**config.mk**
```make
export PLATFORM = sky130hd
export DESIGN_NAME = lpc_all_pole_synthesis_filter
export DESIGN_NICKNAME = d
export VERILOG_FILES = /design/src/rtl/lpcsyn_pkg.sv /design/src/rtl/lpc_all_pole_synthesis_filter.sv /design/src/rtl/lpcsyn_mac.sv /design/src/rtl/lpcsyn_ctrl.sv
export SDC_FILE = /design/constraint.sdc
export NUM_CORES = 2
export LEC_CHECK = 0
export CORE_ASPECT_RATIO = 0.9
export CORE_MARGIN = 3
export CORE_UTILIZATION = 67
export CTS_CLUSTER_SIZE = 10
export DETAILED_ROUTE_END_ITERATION = 16
export DONT_BUFFER_PORTS = 1
export PLACE_DENSITY = 0.82
export SLEW_MARGIN = 20
export SYNTH_ARGS = -nofsm -noshare
export SYNTH_HDL_FRONTEND = slang
export SYNTH_SLANG_ARGS = --single-unit
```
**constraint.sdc**
```tcl
create_clock -name clk -period 24.2 [get_ports clk]
set_input_delay 4.84 -clock clk [delete_from_list [all_inputs] [get_ports clk]]
set_output_delay 4.84 -clock clk [all_outputs]
set_load 0.02 [all_outputs]
```
**src/rtl/lpcsyn_pkg.sv**
```systemverilog
// Shared types and constants for the LPC all-pole synthesis filter.
// Used by lpcsyn_ctrl, lpcsyn_mac and lpc_all_pole_synthesis_filter; no dependencies.
package lpcsyn_pkg;

	// Filter order (1..10) and derived tap index width
	localparam int ORDER = 10;
	localparam int IDX_W = (ORDER > 1) ? $clog2(ORDER) : 1;

	// Field widths
	localparam int COEF_W     = 16;
	localparam int SAMPLE_W   = 16;
	localparam int GAIN_W     = 16;
	localparam int DATA_W     = 32;
	localparam int MUL_A_W    = 17;
	localparam int MUL_B_W    = 32;
	localparam int PROD_W     = MUL_A_W + MUL_B_W;
	localparam int CFG_IDX_W  = 8;
	localparam int CFG_DATA_W = 64;
	localparam int COEF_VEC_W = 160;

	// Configuration register indexes
	localparam logic [CFG_IDX_W-1:0] REG_COEF_FIRST  = 8'd0;
	localparam logic [CFG_IDX_W-1:0] REG_COEF_MIDDLE = 8'd1;
	localparam logic [CFG_IDX_W-1:0] REG_COEF_LAST   = 8'd2;
	localparam logic [CFG_IDX_W-1:0] REG_GAIN        = 8'd3;

	// Rounding shifts: g*x has 25 fraction bits, a*y has 26, y*32767 has 15 over integer
	localparam logic [3:0] SH_GAIN  = 4'd10;
	localparam logic [3:0] SH_TAP   = 4'd11;
	localparam logic [3:0] SH_SCALE = 4'd15;

	// Output scale factor
	localparam logic signed [MUL_A_W-1:0] SCALE_K = 17'sd32767;

	// Operation carried through the shared multiply-accumulate unit
	typedef enum logic [1:0] {
		OP_GAIN,
		OP_TAP,
		OP_SCALE
	} op_t;

	// Sequencer states
	typedef enum logic [2:0] {
		ST_IDLE,
		ST_GAIN,
		ST_HOLD,
		ST_TAP,
		ST_SCALE
	} state_t;

	// Tag that travels with one operation through the unit
	typedef struct packed {
		logic             vld;
		op_t              op;
		logic [IDX_W-1:0] idx;
	} mac_tag_t;

endpackage

```
**src/rtl/lpc_all_pole_synthesis_filter.sv**
```systemverilog
// LPC all-pole synthesis filter, order 10, transposed direct form II. One excitation
// sample per transaction gives one output sample. An item runs from acceptance to
// result as one gain multiply, a hold step while y is written back, ten tap
// multiplies and one output scale multiply, all through a single registered
// 17x32 multiply-accumulate unit. The next item is accepted in the cycle after the
// last multiply is issued, so a new item is not taken before the last is through.
// The finished sample sits in an output register; if it is not taken, the block
// still accepts and processes the next item up to its output scale step, where
// it waits. Filter memory clears at reset only and carries across frames.
// The user must write configuration only while idle; the block does not enforce it.
// Depends on lpcsyn_pkg, lpcsyn_ctrl and lpcsyn_mac.
module lpc_all_pole_synthesis_filter import lpcsyn_pkg::*; (
	input  logic                       clk,
	input  logic                       arst_n,
	// Configuration writes
	input  logic                       cfg_valid,
	output logic                       cfg_ready,
	input  logic [CFG_IDX_W-1:0]       cfg_index,
	input  logic [CFG_DATA_W-1:0]      cfg_data,
	// Excitation input
	input  logic                       in_valid,
	output logic                       in_ready,
	input  logic signed [SAMPLE_W-1:0] excitation,
	// Speech output
	output logic                       out_valid,
	input  logic                       out_ready,
	output logic signed [SAMPLE_W-1:0] speech_sample,
	output logic                       clipped
);

	logic [63:0]                coef_first_q;
	logic [63:0]                coef_middle_q;
	logic [31:0]                coef_last_q;
	logic [GAIN_W-1:0]          gain_q;
	logic signed [SAMPLE_W-1:0] x_q;
	logic signed [DATA_W-1:0]   y_q;
	logic signed [DATA_W-1:0]   mem_q [ORDER];
	logic                       out_valid_q;
	logic signed [SAMPLE_W-1:0] speech_q;
	logic                       clip_q;

	logic [COEF_VEC_W-1:0]      coef_vec;
	logic signed [COEF_W-1:0]   coef_sel;
	mac_tag_t                   issue;
	mac_tag_t                   wb;
	logic signed [MUL_A_W-1:0]  mul_a;
	logic signed [MUL_B_W-1:0]  mul_b;
	logic signed [DATA_W-1:0]   addend;
	logic [IDX_W-1:0]           nxt_idx;
	logic signed [DATA_W-1:0]   mac_result;
	logic signed [SAMPLE_W-1:0] mac_sample;
	logic                       mac_clip;

	// Configuration registers
	assign cfg_ready = 1'b1;

	always_ff @(posedge clk or negedge arst_n) begin
		if (!arst_n) begin
			coef_first_q  <= '0;
			coef_middle_q <= '0;
			coef_last_q   <= '0;
			gain_q        <= '0;
		end else if (cfg_valid) begin
			case (cfg_index)
				REG_COEF_FIRST:  coef_first_q  <= cfg_data;
				REG_COEF_MIDDLE: coef_middle_q <= cfg_data;
				REG_COEF_LAST:   coef_last_q   <= cfg_data[31:0];
				REG_GAIN:        gain_q        <= cfg_data[GAIN_W-1:0];
				default: ;
			endcase
		end
	end

	// Sample capture
	always_ff @(posedge clk) begin
		if (in_valid && in_ready) begin
			x_q <= excitation;
		end
	end

	lpcsyn_ctrl u_ctrl (
		.clk      (clk),
		.arst_n   (arst_n),
		.in_valid (in_valid),
		.out_busy (out_valid_q),
		.in_ready (in_ready),
		.issue    (issue)
	);

	// Operand selection for the issued operation
	assign coef_vec = {coef_last_q, coef_middle_q, coef_first_q};
	assign coef_sel = coef_vec[COEF_W*issue.idx +: COEF_W];

	always_comb begin
		case (issue.op)
			OP_GAIN: begin
				mul_a = $signed({1'b0, gain_q});
				mul_b = MUL_B_W'(x_q);
			end
			OP_TAP: begin
				mul_a = MUL_A_W'(coef_sel);
				mul_b = y_q;
			end
			OP_SCALE: begin
				mul_a = SCALE_K;
				mul_b = y_q;
			end
			default: begin
				mul_a = '0;
				mul_b = y_q;
			end
		endcase
	end

	// Addend for the operation in write-back; last tap has none
	assign nxt_idx = (wb.idx == IDX_W'(ORDER - 1)) ? wb.idx : wb.idx + 1'b1;

	always_comb begin
		case (wb.op)
			OP_GAIN:  addend = mem_q[0];
			OP_TAP:   addend = (wb.idx == IDX_W'(ORDER - 1)) ? '0 : mem_q[nxt_idx];
			OP_SCALE: addend = '0;
			default:  addend = '0;
		endcase
	end

	lpcsyn_mac u_mac (
		.clk    (clk),
		.arst_n (arst_n),
		.issue  (issue),
		.mul_a  (mul_a),
		.mul_b  (mul_b),
		.addend (addend),
		.wb     (wb),
		.result (mac_result),
		.sample (mac_sample),
		.clip   (mac_clip)
	);

	// Filter memory and output handshake
	always_ff @(posedge clk or negedge arst_n) begin
		if (!arst_n) begin
			for (int i = 0; i < ORDER; i++) begin
				mem_q[i] <= '0;
			end
			out_valid_q <= 1'b0;
		end else begin
			if (wb.vld && wb.op == OP_TAP) begin
				mem_q[wb.idx] <= mac_result;
			end
			if (wb.vld && wb.op == OP_SCALE) begin
				out_valid_q <= 1'b1;
			end else if (out_ready) begin
				out_valid_q <= 1'b0;
			end
		end
	end

	// y and output sample registers
	always_ff @(posedge clk) begin
		if (wb.vld && wb.op == OP_GAIN) begin
			y_q <= mac_result;
		end
		if (wb.vld && wb.op == OP_SCALE) begin
			speech_q <= mac_sample;
			clip_q   <= mac_clip;
		end
	end

	assign out_valid     = out_valid_q;
	assign speech_sample = speech_q;
	assign clipped       = clip_q;

endmodule

```
**src/rtl/lpcsyn_mac.sv**
```systemverilog
// Shared multiply, round, accumulate and saturate unit of the synthesis filter.
// Depends on lpcsyn_pkg.
module lpcsyn_mac import lpcsyn_pkg::*; (
	input  logic                       clk,
	input  logic                       arst_n,
	input  mac_tag_t                   issue,
	input  logic signed [MUL_A_W-1:0]  mul_a,
	input  logic signed [MUL_B_W-1:0]  mul_b,
	input  logic signed [DATA_W-1:0]   addend,
	output mac_tag_t                   wb,
	output logic signed [DATA_W-1:0]   result,
	output logic signed [SAMPLE_W-1:0] sample,
	output logic                       clip
);

	localparam int SUM_W = PROD_W + 2;

	logic signed [PROD_W-1:0] prod;
	logic signed [PROD_W-1:0] prod_s1;
	mac_tag_t                 tag_s1;
	logic [3:0]               sh;
	logic signed [PROD_W:0]   biased;
	logic signed [PROD_W:0]   rounded;
	logic signed [SUM_W-1:0]  sum;
	logic                     ovf32;
	logic                     ovf16;

	assign prod = mul_a * mul_b;

	// Stage 1: registered product and its tag
	always_ff @(posedge clk or negedge arst_n) begin
		if (!arst_n) begin
			tag_s1 <= '0;
		end else begin
			tag_s1 <= issue;
		end
	end

	always_ff @(posedge clk) begin
		if (issue.vld) begin
			prod_s1 <= prod;
		end
	end

	// Stage 2: round half up, then add the addend for gain, subtract it for a tap, none for scale
	always_comb begin
		case (tag_s1.op)
			OP_GAIN:  sh = SH_GAIN;
			OP_TAP:   sh = SH_TAP;
			OP_SCALE: sh = SH_SCALE;
			default:  sh = SH_TAP;
		endcase
		biased  = (PROD_W+1)'(prod_s1) + ((PROD_W+1)'(1) <<< (sh - 4'd1));
		rounded = biased >>> sh;
		case (tag_s1.op)
			OP_GAIN:  sum = SUM_W'(addend) + SUM_W'(rounded);
			OP_TAP:   sum = SUM_W'(addend) - SUM_W'(rounded);
			OP_SCALE: sum = SUM_W'(rounded);
			default:  sum = SUM_W'(rounded);
		endcase
	end

	// Saturation to 32 and 16 bits
	assign ovf32 = !((&sum[SUM_W-1:DATA_W-1]) || !(|sum[SUM_W-1:DATA_W-1]));
	assign ovf16 = !((&sum[SUM_W-1:SAMPLE_W-1]) || !(|sum[SUM_W-1:SAMPLE_W-1]));

	always_comb begin
		if (ovf32) begin
			result = sum[SUM_W-1] ? {1'b1, {(DATA_W-1){1'b0}}} : {1'b0, {(DATA_W-1){1'b1}}};
		end else begin
			result = sum[DATA_W-1:0];
		end
		if (ovf16) begin
			sample = sum[SUM_W-1] ? {1'b1, {(SAMPLE_W-1){1'b0}}}
				: {1'b0, {(SAMPLE_W-1){1'b1}}};
		end else begin
			sample = sum[SAMPLE_W-1:0];
		end
	end

	assign clip = ovf16;
	assign wb   = tag_s1;

endmodule

```
**src/rtl/lpcsyn_ctrl.sv**
```systemverilog
// Sequencer that issues the gain, tap and output scale operations of one sample.
// Depends on lpcsyn_pkg.
module lpcsyn_ctrl import lpcsyn_pkg::*; (
	input  logic     clk,
	input  logic     arst_n,
	input  logic     in_valid,
	input  logic     out_busy,
	output logic     in_ready,
	output mac_tag_t issue
);

	state_t           state_q;
	state_t           state_nxt;
	logic [IDX_W-1:0] tap_q;
	logic [IDX_W-1:0] tap_nxt;

	// State and tap counter
	always_ff @(posedge clk or negedge arst_n) begin
		if (!arst_n) begin
			state_q <= ST_IDLE;
			tap_q   <= '0;
		end else begin
			state_q <= state_nxt;
			tap_q   <= tap_nxt;
		end
	end

	// Next state and issue
	always_comb begin
		state_nxt = state_q;
		tap_nxt   = tap_q;
		in_ready  = 1'b0;
		issue.vld = 1'b0;
		issue.op  = OP_GAIN;
		issue.idx = tap_q;
		case (state_q)
			ST_IDLE: begin
				in_ready = 1'b1;
				if (in_valid) begin
					state_nxt = ST_GAIN;
				end
			end
			ST_GAIN: begin
				issue.vld = 1'b1;
				issue.op  = OP_GAIN;
				state_nxt = ST_HOLD;
			end
			// y is written back here; taps need it as an operand
			ST_HOLD: begin
				tap_nxt   = '0;
				state_nxt = ST_TAP;
			end
			ST_TAP: begin
				issue.vld = 1'b1;
				issue.op  = OP_TAP;
				if (tap_q == IDX_W'(ORDER - 1)) begin
					state_nxt = ST_SCALE;
				end else begin
					tap_nxt = tap_q + 1'b1;
				end
			end
			ST_SCALE: begin
				if (!out_busy) begin
					issue.vld = 1'b1;
					issue.op  = OP_SCALE;
					state_nxt = ST_IDLE;
				end
			end
			default: begin
				state_nxt = ST_IDLE;
			end
		endcase
	end

endmodule
```
==> impl_results.md <==
- Outcome: completed
- MaxCap Viol Count: 0
- CTS sink cnt: 616
- Slew Limit Headroom: 1.52%
- Num rows: 96
- WP data required: 24.70 ns
- Max Buffers Root-to-Sink: 3
- Distinct cells, synth: 97
- Mapped cell area: 0.0524 mm²
- Number of vias per cell: 6.94
- Area growth from synthesis to layout: 6.07%
- PortBufs: 0
- Filler Cell Count: 5342
- Placer congestion estimate: 0.998
- Syn_nets: 5945
- Gr ovfl total: 0
- Residual DRC: 0
- Via count: 42300
- Worst Skew: around 0.031 ns
- Vias in the first global route: 43100
- Initial DRC Count: ~5500
- Syn Inst Count: 5159
- Cell mode on critical path: nor2_1
- HP Class: register to register
- Post-Syn Area per Cell: ~10 µm²
- Seq cells post-synth: 616
- WL per Instance: 26.9 µm
- Final ANT Viol Nets: 0
- HPWL Detailed: around 120000 µm
- Core area: 0.0769 mm²
- Placed cell areas: 0.0535 mm²
- Slowest CP cell: and3_1
- Ys Warns: 0
- Final Hold Viols: 0
- Startpoint types: register
- Initial core utilization: about two thirds
- Clk slew on worst S/H paths: about 0.06 ns
- Worst setup path class: register to register
- Final net count: roughly 5800
- CTS tree: yes
- Slew of the pin with the lowest slew margin: 1.48 ns
- Final Critical Period: 12.36 ns
- Register area: ~0.016 mm²
- Clk Tree Root Cell: clkbuf_16
- Post-synth ARST share: 83.0%
- Die ar.: slightly above 0.08 mm²
- Resized cells post-CTS: 0
- RSZ-0062 raised after global routing: false
- Max Clk Rate: 80.9 MHz
- Die Height: 271 µm
- Global-route wire length before repair: ~250000 µm
- Crit path DAT: 12.86 ns
- Share of cells above drive strength 1: 11.4%
- EDFF count, synth: 105
- Die W: 301 µm
- Final wirelength: 164000 µm
- Final Slew Violations: 0
- CTS H-Tree Depth: 3
- Final Cycle Share: 51.1%
- Worst-Skew Late Latency: ~0.64 ns
- GRT Overall Usage: 40.4%
- Cts-stage hold buffer count: 0
- Largest net degree at the start of global routing: 512
- CP Capture Type: register
- I/O Pins: 113
- Ys flop type: dfrtp_1
- Critical path peak fanout: 33
- Max incr delay on CP: about 1.0 ns
- Postcts setup bufs: 0
- Final setup viols: 0
- CTS buffer count: 73
- Initial antenna violation count: 9
- Post-synthesis sequential area ratio: 30.4%
- TNS Setup: 0 ns
- Pre-Repair DR Iteration Count: 7
- Final instance area: 0.0556 mm²
- Multi-input combinational cell area: 0.0332 mm²
==> cells by family after synthesis <==
family,after synthesis,share of synthesized area (%)
buffers and inverters,894,6.53
XOR/XNOR,147,2.46
AND/OR/NAND/NOR,1388,11.8
other,2,0.0143
AO/OA/AOI/OAI,998,14.0
flip-flops,616,30.4
adder cells (fa/ha/maj),693,24.0
multiplexers,421,10.7
==> state kept, by name, summed over array words and instances (netlist names), 3 cells and up <==
register	cells
gain_q	16
u_mac.wb	7
u_ctrl.state_q	3
x_q	16
mem_q	320
coef_first_q	64
y_q	32
u_ctrl.tap_q	4
u_mac.prod_s1	40
speech_sample	16
coef_middle_q	64
coef_last_q	32
==> area by class of cell <==
class | count | share of cell area, %
Multi-Input combinational cell | 3649 | 59.7
Sequential cell | 616 | 28.7
Inverter | 571 | 3.85
Clock buffer | 94 | 3.50
Tap cell | 1029 | 2.32
Timing Repair Buffer | 117 | 1.58
Clock inverter | 10 | 0.299
Antenna cell | 9 | 0.0405
==> metrics by stage <==
step           utilization, %  setup WS, ns  hold WS [ns]  instances
2_1_floorplan               -         14.24         0.376       5159
3_3_place_gp             69.5         12.46         0.456       5981
3_5_place_dp             69.5         12.20         0.465       5982
4_1_cts                  72.3         12.15         0.477       6086
5_1_grt                  72.3         11.06         0.492       6088
6_report                 72.3         11.84         0.476       6095
==> layout by cell type (no fill, tap or decap), types with 38 or more instances in the layout <==
cell,instances
and2_1,43
a221o_1,174
a22o_1,79
edfxtp_1,105
clkbuf_16,74
a21o_1,51
xnor2_1,83
mux4_2,94
xor2_1,61
inv_1,569
a31oi_1,41
a21oi_1,162
buf_4,117
o21ai_0,153
ha_1,171
nor2_1,436
dfrtp_1,507
mux2i_1,132
mux2_2,193
nand2_1,558
nand3_1,65
nor3_1,44
fa_1,522
o21a_1,55
nand4_1,38
==> critical path, delay by kind of cell (launching register included) <==
| family | cells | cell delay, ns |
|---|---|---|
| simple gates | 16 | 6.03 |
| flops | 1 | 0.71 |
| compound gates | 8 | 2.47 |
| fa+ha+maj | 3 | 1.12 |
| buf+inv | 2 | 1.47 |
| xor+xnor | 2 | 0.38 |
==> layer usage <==
metal | global-route usage, % | vias to the layer above | wire (µm)
met1 | 52.6 | 20900 | 58400
met2 | 61.0 | 3165 | 72200
li1 | - | 17600 | -
met3 | 12.6 | 648 | 22100
met5 | 0 | - | 112
met4 | 21.6 | 6 | 10900
==> synth_stat cells (11+ instances only) <==
cell type | count | share of area (%)
or3_1 | 19 | 0.23
o31ai_1 | 38 | 0.54
nor3_1 | 44 | 0.42
buf_2 | 35 | 0.33
o21ai_0 | 156 | 1.5
nand2b_1 | 21 | 0.25
buf_1 | 33 | 0.24
o211ai_1 | 22 | 0.32
a21boi_0 | 13 | 0.19
o21a_1 | 55 | 0.79
edfxtp_1 | 105 | 6.0
xor2_1 | 61 | 1.0
fa_1 | 522 | 20
nor2_1 | 442 | 3.2
inv_1 | 569 | 4.1
xnor2_1 | 86 | 1.4
or2_2 | 12 | 0.14
nor4_1 | 23 | 0.27
or4_1 | 12 | 0.17
a211oi_1 | 18 | 0.26
o221ai_1 | 19 | 0.32
nand3_1 | 65 | 0.62
and4_1 | 11 | 0.18
a31oi_1 | 41 | 0.49
nand2_1 | 559 | 4.0
mux2i_1 | 134 | 2.6
a221o_1 | 174 | 3.3
dfrtp_1 | 511 | 24
a31o_2 | 17 | 0.28
o22ai_1 | 37 | 0.44
a21o_1 | 51 | 0.73
mux2_2 | 193 | 4.1
ha_1 | 171 | 4.1
and2_1 | 44 | 0.53
nand4_1 | 38 | 0.45
clkbuf_1 | 250 | 1.8
a21oi_1 | 164 | 1.6
and3_1 | 29 | 0.35
nor2b_1 | 15 | 0.18
a22o_1 | 79 | 1.3
mux4_2 | 94 | 4.0
==> final timing paths <==
| path | end | cells after the start | slack [ns] | from |
|---|---|---|---|---|
| worst max register to register | y_q[26]$_DFFE_PP_ | 31 | 11.84 | u_mac.wb[5]$_DFF_PN0_ |
| worst max-delay path | y_q[26]$_DFFE_PP_ | 31 | 11.84 | u_mac.wb[5]$_DFF_PN0_ |
| max in group asynchronous | mem_q[62]$_DFFE_PN0P_ | 0 | 19.10 | arst_n |
| min in group asynchronous | coef_middle_q[29]$_DFFE_PN0P_ | 0 | 3.91 | arst_n |
| worst min-delay path | mem_q[77]$_DFFE_PN0P_ | 2 | 0.48 | mem_q[77]$_DFFE_PN0P_ |
| worst min register to register | mem_q[77]$_DFFE_PN0P_ | 2 | 0.48 | mem_q[77]$_DFFE_PN0P_ |
Power is left out: the tool's default activity adds up to more than one toggle a clock period on the data nets, which glitch-free logic cannot reach.
